`config.mk`:
```
export PLATFORM = sky130hd
export DESIGN_NAME = marker_length_frame_deframer_core
export DESIGN_NICKNAME = d
export VERILOG_FILES = /design/src/hw/rtl/mlfd_pkg.sv /design/src/hw/rtl/marker_length_frame_deframer_core.sv /design/src/hw/rtl/mlfd_front.sv /design/src/hw/rtl/mlfd_queue.sv /design/src/hw/rtl/mlfd_back.sv
export SDC_FILE = /design/constraint.sdc
export NUM_CORES = 1
export LEC_CHECK = 0
export BUFFER_PORTS_ARGS = -buffer_cell sky130_fd_sc_hd__buf_2
export CORE_MARGIN = 3
export CORE_UTILIZATION = 40
export CTS_CLUSTER_SIZE = 24
export DETAILED_ROUTE_END_ITERATION = 12
export MAX_ROUTING_LAYER = met4
export PLACE_DENSITY = 0.59
export SLEW_MARGIN = 20
export SYNTH_ARGS = -nofsm -noshare
export SYNTH_HDL_FRONTEND = slang
export SYNTH_SLANG_ARGS = --single-unit
```
`constraint.sdc`:
```
create_clock -name clk -period 9.4 [get_ports clk]
set_input_delay 0.94 -clock clk [delete_from_list [all_inputs] [get_ports clk]]
set_output_delay 0.94 -clock clk [all_outputs]
set_load 0.01 [all_outputs]
```
`src/hw/rtl/mlfd_pkg.sv`:
```
// ----------------------------------------------------------------------------
// mlfd_pkg
// shared constants and the result item type of the marker/length deframer
// ----------------------------------------------------------------------------
package mlfd_pkg;

	// start marker bytes
	localparam logic [7:0] MARK_FIRST  = 8'h50;
	localparam logic [7:0] MARK_SECOND = 8'h42;

	// result kinds
	localparam logic [1:0] KIND_DATA  = 2'd0;
	localparam logic [1:0] KIND_EMPTY = 2'd1;
	localparam logic [1:0] KIND_ERROR = 2'd2;

	// widths
	localparam int LEN_W = 31;

	// queue between front and back
	localparam int QUEUE_DEPTH = 4;
	localparam int QUEUE_AW    = $clog2(QUEUE_DEPTH);

	typedef struct packed {
		logic [1:0] kind;
		logic [7:0] data_byte;
		logic       first_of_frame;
		logic       last_of_frame;
	} res_t;

endpackage

```
`src/hw/rtl/marker_length_frame_deframer_core.sv`:
```
// ----------------------------------------------------------------------------
// marker_length_frame_deframer_core
// one byte per cycle while the queue has room; a result is held in the queue,
// then in the output register, and the front takes new bytes meanwhile
// in_ready drops only when the four-entry result queue is full
// reset clears the hunt state and the queue, and max_length returns to all ones
// ----------------------------------------------------------------------------
module marker_length_frame_deframer_core (
	input  logic                        clk,
	input  logic                        arst_n,
	// byte stream in
	input  logic                        in_valid,
	output logic                        in_ready,
	input  logic [7:0]                  in_byte,
	// configuration write
	input  logic                        cfg_valid,
	output logic                        cfg_ready,
	input  logic [mlfd_pkg::LEN_W-1:0]  cfg_data,
	// result items out
	output logic                        out_valid,
	input  logic                        out_ready,
	output logic [1:0]                  kind,
	output logic [7:0]                  data_byte,
	output logic                        first_of_frame,
	output logic                        last_of_frame
);

	logic [mlfd_pkg::LEN_W-1:0] max_length_q;

	logic           acc;
	logic           push;
	mlfd_pkg::res_t push_item;
	logic           pop;
	mlfd_pkg::res_t head_item;
	logic           not_empty;
	logic           full;
	mlfd_pkg::res_t out_item;

	// a byte makes at most one result, so one free queue slot is enough
	assign in_ready  = !full;
	assign acc       = in_valid && in_ready;
	assign cfg_ready = 1'b1;

	// maximum length register, consulted on the fourth length byte only
	always_ff @(posedge clk or negedge arst_n) begin
		if (!arst_n) begin
			max_length_q <= '1;
		end else if (cfg_valid) begin
			max_length_q <= cfg_data;
		end
	end

	// front: marker hunt, length gather, payload counting
	mlfd_front u_front (
		.clk        (clk),
		.arst_n     (arst_n),
		.acc        (acc),
		.in_byte    (in_byte),
		.max_length (max_length_q),
		.push       (push),
		.push_item  (push_item)
	);

	// queue lets the front keep taking bytes while the output stalls
	mlfd_queue u_queue (
		.clk       (clk),
		.arst_n    (arst_n),
		.push      (push),
		.push_item (push_item),
		.pop       (pop),
		.head_item (head_item),
		.not_empty (not_empty),
		.full      (full)
	);

	// back: registered output stage
	mlfd_back u_back (
		.clk       (clk),
		.arst_n    (arst_n),
		.not_empty (not_empty),
		.head_item (head_item),
		.pop       (pop),
		.out_ready (out_ready),
		.out_valid (out_valid),
		.out_item  (out_item)
	);

	assign kind           = out_item.kind;
	assign data_byte      = out_item.data_byte;
	assign first_of_frame = out_item.first_of_frame;
	assign last_of_frame  = out_item.last_of_frame;

endmodule

```
`src/hw/rtl/mlfd_front.sv`:
```
// ----------------------------------------------------------------------------
// mlfd_front
// marker hunt, length gather and payload count; classifies each byte
// ----------------------------------------------------------------------------
module mlfd_front (
	input  logic                        clk,
	input  logic                        arst_n,
	input  logic                        acc,
	input  logic [7:0]                  in_byte,
	input  logic [mlfd_pkg::LEN_W-1:0]  max_length,
	output logic                        push,
	output mlfd_pkg::res_t              push_item
);

	localparam logic [1:0] PH_HUNT  = 2'd0;
	localparam logic [1:0] PH_GOT_P = 2'd1;
	localparam logic [1:0] PH_LEN   = 2'd2;
	localparam logic [1:0] PH_DATA  = 2'd3;

	localparam logic [1:0] LEN_LAST = 2'd3;

	logic [1:0]                 phase_q;
	logic [1:0]                 len_cnt_q;
	logic [23:0]                gather_q;
	logic [mlfd_pkg::LEN_W-1:0] remaining_q;
	logic                       first_q;

	logic [31:0] full_len;
	logic        too_long;
	logic        is_zero;
	logic        last_byte;

	assign full_len  = {in_byte, gather_q};
	assign too_long  = full_len > {1'b0, max_length};
	assign is_zero   = (full_len == 32'd0);
	assign last_byte = (remaining_q[mlfd_pkg::LEN_W-1:1] == '0);

	// result decode for the byte on the input
	always_comb begin
		push      = 1'b0;
		push_item = '{kind: mlfd_pkg::KIND_DATA, data_byte: 8'd0,
			first_of_frame: 1'b0, last_of_frame: 1'b0};
		unique case (phase_q)
			PH_LEN: begin
				if (len_cnt_q == LEN_LAST) begin
					if (too_long) begin
						push = acc;
						push_item.kind = mlfd_pkg::KIND_ERROR;
						push_item.last_of_frame = 1'b1;
					end else if (is_zero) begin
						push = acc;
						push_item.kind = mlfd_pkg::KIND_EMPTY;
						push_item.last_of_frame = 1'b1;
					end
				end
			end
			PH_DATA: begin
				push = acc;
				push_item.data_byte = in_byte;
				push_item.first_of_frame = first_q;
				push_item.last_of_frame = last_byte;
			end
			default: begin
			end
		endcase
	end

	always_ff @(posedge clk or negedge arst_n) begin
		if (!arst_n) begin
			phase_q     <= PH_HUNT;
			len_cnt_q   <= 2'd0;
			remaining_q <= '0;
			first_q     <= 1'b0;
		end else if (acc) begin
			unique case (phase_q)
				PH_HUNT: begin
					phase_q <= (in_byte == mlfd_pkg::MARK_FIRST) ? PH_GOT_P : PH_HUNT;
				end
				PH_GOT_P: begin
					if (in_byte == mlfd_pkg::MARK_SECOND) begin
						phase_q   <= PH_LEN;
						len_cnt_q <= 2'd0;
					end else if (in_byte != mlfd_pkg::MARK_FIRST) begin
						phase_q <= PH_HUNT;
					end
				end
				PH_LEN: begin
					if (len_cnt_q != LEN_LAST) begin
						len_cnt_q <= len_cnt_q + 2'd1;
					end else begin
						len_cnt_q <= 2'd0;
						if (too_long || is_zero) begin
							phase_q <= PH_HUNT;
						end else begin
							remaining_q <= full_len[mlfd_pkg::LEN_W-1:0];
							first_q     <= 1'b1;
							phase_q     <= PH_DATA;
						end
					end
				end
				PH_DATA: begin
					first_q <= 1'b0;
					if (last_byte) begin
						remaining_q <= '0;
						phase_q     <= PH_HUNT;
					end else begin
						remaining_q <= remaining_q - 31'd1;
					end
				end
				default: begin
					phase_q <= PH_HUNT;
				end
			endcase
		end
	end

	// low three length bytes, little-endian
	always_ff @(posedge clk) begin
		if (acc && phase_q == PH_GOT_P && in_byte == mlfd_pkg::MARK_SECOND) begin
			gather_q <= '0;
		end else if (acc && phase_q == PH_LEN) begin
			case (len_cnt_q)
				2'd0:    gather_q[7:0]   <= in_byte;
				2'd1:    gather_q[15:8]  <= in_byte;
				2'd2:    gather_q[23:16] <= in_byte;
				default: gather_q        <= gather_q;
			endcase
		end
	end

endmodule

```
`src/hw/rtl/mlfd_queue.sv`:
```
// ----------------------------------------------------------------------------
// mlfd_queue
// short result queue between the front and the back
// ----------------------------------------------------------------------------
module mlfd_queue (
	input  logic           clk,
	input  logic           arst_n,
	input  logic           push,
	input  mlfd_pkg::res_t push_item,
	input  logic           pop,
	output mlfd_pkg::res_t head_item,
	output logic           not_empty,
	output logic           full
);

	mlfd_pkg::res_t mem_q [mlfd_pkg::QUEUE_DEPTH];

	logic [mlfd_pkg::QUEUE_AW-1:0] wr_ptr_q;
	logic [mlfd_pkg::QUEUE_AW-1:0] rd_ptr_q;
	logic [mlfd_pkg::QUEUE_AW:0]   count_q;

	assign full      = (count_q == (mlfd_pkg::QUEUE_AW+1)'(mlfd_pkg::QUEUE_DEPTH));
	assign not_empty = (count_q != '0);
	assign head_item = mem_q[rd_ptr_q];

	always_ff @(posedge clk) begin
		if (push) begin
			mem_q[wr_ptr_q] <= push_item;
		end
	end

	always_ff @(posedge clk or negedge arst_n) begin
		if (!arst_n) begin
			wr_ptr_q <= '0;
			rd_ptr_q <= '0;
			count_q  <= '0;
		end else begin
			if (push) begin
				wr_ptr_q <= wr_ptr_q + 1'b1;
			end
			if (pop) begin
				rd_ptr_q <= rd_ptr_q + 1'b1;
			end
			if (push && !pop) begin
				count_q <= count_q + 1'b1;
			end else if (pop && !push) begin
				count_q <= count_q - 1'b1;
			end
		end
	end

endmodule

```
`src/hw/rtl/mlfd_back.sv`:
```
// ----------------------------------------------------------------------------
// mlfd_back
// output register stage: takes items from the queue and presents them
// ----------------------------------------------------------------------------
module mlfd_back (
	input  logic           clk,
	input  logic           arst_n,
	input  logic           not_empty,
	input  mlfd_pkg::res_t head_item,
	output logic           pop,
	input  logic           out_ready,
	output logic           out_valid,
	output mlfd_pkg::res_t out_item
);

	logic           out_valid_q;
	mlfd_pkg::res_t out_item_q;

	assign pop       = not_empty && (!out_valid_q || out_ready);
	assign out_valid = out_valid_q;
	assign out_item  = out_item_q;

	always_ff @(posedge clk or negedge arst_n) begin
		if (!arst_n) begin
			out_valid_q <= 1'b0;
		end else if (pop) begin
			out_valid_q <= 1'b1;
		end else if (out_ready) begin
			out_valid_q <= 1'b0;
		end
	end

	always_ff @(posedge clk) begin
		if (pop) begin
			out_item_q <= head_item;
		end
	end

endmodule
```
==> out/summary.txt <==
Netlist cell types: 59
Slew Limit Fails: 0
DR vias: 6200
Clock Latency Late Sink: 0.43 ns
Most frequent cells in the layout: nand2_1 (68), o21ai_0 (61), edfxtp_1 (60)
DRT Wirelength: 20.7 mm
CTS clk-pin slew, worst paths: 0.07 ns
Class of the most critical setup path: in2reg
First-pass GRT wire length: 33.1 mm
Hold Violations, Final: 0
Status: complete, no violations
WL per Instance: 19.0 microns
Clk sink count: 159
Setup TNS Final: 0 ns
Synth top area cells: edfxtp_1 (23%), dfrtp_1 (14%), dfstp_2 (10%), ha_1 (6.4%), dfxtp_1 (6.0%)
Pleak: 3.79 nW
Root buffer cell: clkbuf_16
Core ar.: 19500 sq um
First DRT Iteration DRCs: 644
Peak VDD IR: 0.000120 V
Crit path max fanout: 9
CTS tree: yes
Vias in the first global route: 5835
CTS Buf Count: 17
Avg Synthesized Cell Area: 10.3 sq um
Hold_buf cts: 0
Mapped Cells: 773
Slew @ Worst Pin: 0.967 ns
DR vias/cell: 5.69
Slew headroom: 0.353
Worst Hold Class: in2async
Busiest grt layer: met2
Layout cells sized above 1: 0.182
Synth-to-layout area growth: 13.5%
Sequential area share after synthesis: 0.526
CTS Buffer Depth: 2
Area leader, netlist: edfxtp_1
Worst Skew: 0.0127 ns
Unrepaired setup endpoints after global routing: false
Setup crit start kind: primary input
Mapped Area: 7970 sq um
GPL Wtd Cong: 0.842
Synth top area share: 0.226
Die Height: 147 microns
Diode count: 0
Die Width: 147 microns
Most common cell after layout, fill and taps aside: nand2_1
Post_cts resized: 0
YS warnings: 0
Setup bufs post-CTS: 0
Ports: 59
Required time worst endpoint: 9.72 ns
DPL Wire Length: 14.3 mm
Syn Nets: 859
Fill cell count: 1843
Gr ovfl total: 0
Met2 usage: 0.301
GRT met1 Usage: 0.287
Synthesized flop and latch total: 159
Rows: 51
Met3 Use GR: 0.0370
Final total power: 1.69 mW
Asr flop ratio synth: 0.472
Pre-Repair DR Iteration Count: 6
GRT Overall Usage: 0.201
Post-synth EDFFs: 60
CP arrival: 4.11 ns
Main synth FF type: edfxtp_1
Remaining antenna violation count: 0
Net count, final: 898
Drt drc: 0
DIE AREA: 21700 sq um
Initial Util: 0.408
Port bufs: 57
Final Util: 0.464
CP Capture Type: register
Pwr Density: 187 nW/um^2
Initial antenna violation count: 0
Fmax: 0.264 GHz
Max_cap viols: 0
Final Cycle Share: 0.404
H-tree depth: 4
Period minus WS final: 3.80 ns
# setup viols final: 0
Largest net degree at the start of global routing: 62
## kinds of logic after synthesis
| family | after synthesis | synth area share |
|---|---|---|
| buffers and inverters | 94 | 0.0471 |
| DFF | 159 | 0.526 |
| AOI/OAI and AO/OA | 191 | 0.141 |
| other | 1 | 0.000470 |
| and+or+nand+nor | 255 | 0.161 |
| muxes | 25 | 0.0507 |
| xor gates and xnor gates | 6 | 0.00659 |
| adders and majority gates | 42 | 0.0668 |
## Yosys cell counts, types with 5 or more instances
cell type	n
a21oi_1	58
a22oi_1	12
a32oi_1	8
and2_1	8
and3_1	14
buf_1	6
clkbuf_1	36
dfrtp_1	44
dfstp_2	31
dfxtp_1	24
edfxtp_1	60
ha_1	41
inv_1	48
mux2i_1	10
mux4_2	12
nand2_1	68
nand3_1	24
nand4_1	10
nor2_1	41
nor2b_1	5
nor3_1	46
nor4_1	17
o21ai_0	61
o22ai_1	28
## routing by layer
layer,up-vias,wire [microns],part of all wire
met5,-,0,0
met4,0,216,0.010
met3,21,1650,0.080
met2,294,9500,0.46
met1,2964,9300,0.45
li1,2921,-,-
## power by group
group	internal [mW]	leakage, nW	switching [mW]
clock network	0.357	0.286	0.325
logic	0.0899	1.75	0.0975
registers	0.777	1.75	0.0455
total	1.22	3.79	0.468
## per-stage QoR
stage | std cells | instance area, sq um | hold WS, ns | worst slack (ns)
after global placement | 1058 | 8470 | 0.468 | 5.33
after global routing | 1090 | 9050 | 0.520 | 5.40
after detailed placement | 1058 | 8470 | 0.480 | 5.21
final | 1090 | 9050 | 0.494 | 5.61
after CTS | 1090 | 9050 | 0.499 | 5.65
after floorplan | 773 | 7970 | 0.457 | 5.88
## cell type report
class | count | area (sq um) | area share
flip-flops and latches | 159 | 4200 | 0.464
well taps | 265 | 332 | 0.0366
inverters | 48 | 180 | 0.0199
clock buffers | 17 | 425 | 0.0470
multi-input cells | 520 | 3400 | 0.376
clock inverters | 15 | 163 | 0.0180
repair buffers | 66 | 355 | 0.0392
## registers in the layout, summed over array words and instances (netlist names)
register and cells:
u_queue.count_q 3, max_length_q 31, u_front.remaining_q 31, u_queue.wr_ptr_q 2, u_back.out_item 12, u_queue.mem_q 48, u_front.first_q 1, u_back.out_valid 1
u_front.len_cnt_q 2, u_front.phase_q 2, u_queue.rd_ptr_q 2, u_front.gather_q 24
## worst paths after layout
check	slack (ns)	endpoint	start	cells past startpoint
worst min-delay path	0.49	u_front.remaining_q[4]$_DFFE_PN0P_	arst_n	1
max in group asynchronous	7.97	max_length_q[27]$_DFFE_PN1P_	arst_n	2
worst max register to register	5.66	u_queue.count_q[1]$_DFFE_PN0P_	max_length_q[15]$_DFFE_PN1P_	12
worst min register to register	0.51	u_queue.count_q[2]$_DFFE_PN0P_	u_queue.count_q[2]$_DFFE_PN0P_	1
worst max-delay path	5.61	u_queue.count_q[1]$_DFFE_PN0P_	in_byte[1]	12
min in group clk	0.51	u_queue.count_q[2]$_DFFE_PN0P_	u_queue.count_q[2]$_DFFE_PN0P_	1
## worst max-delay path, stage by stage
cell       delay [ns]
buf_2            0.17
ha_1             0.34
nand4_1          0.17
nor2_1           0.06
a2111oi_0        0.41
a32oi_1          0.23
nor3_1           0.43
o21ai_1          0.30
ha_1             0.31
inv_1            0.07
fa_1             0.41
mux2_2           0.27
Power figures use the tool's default switching activity.
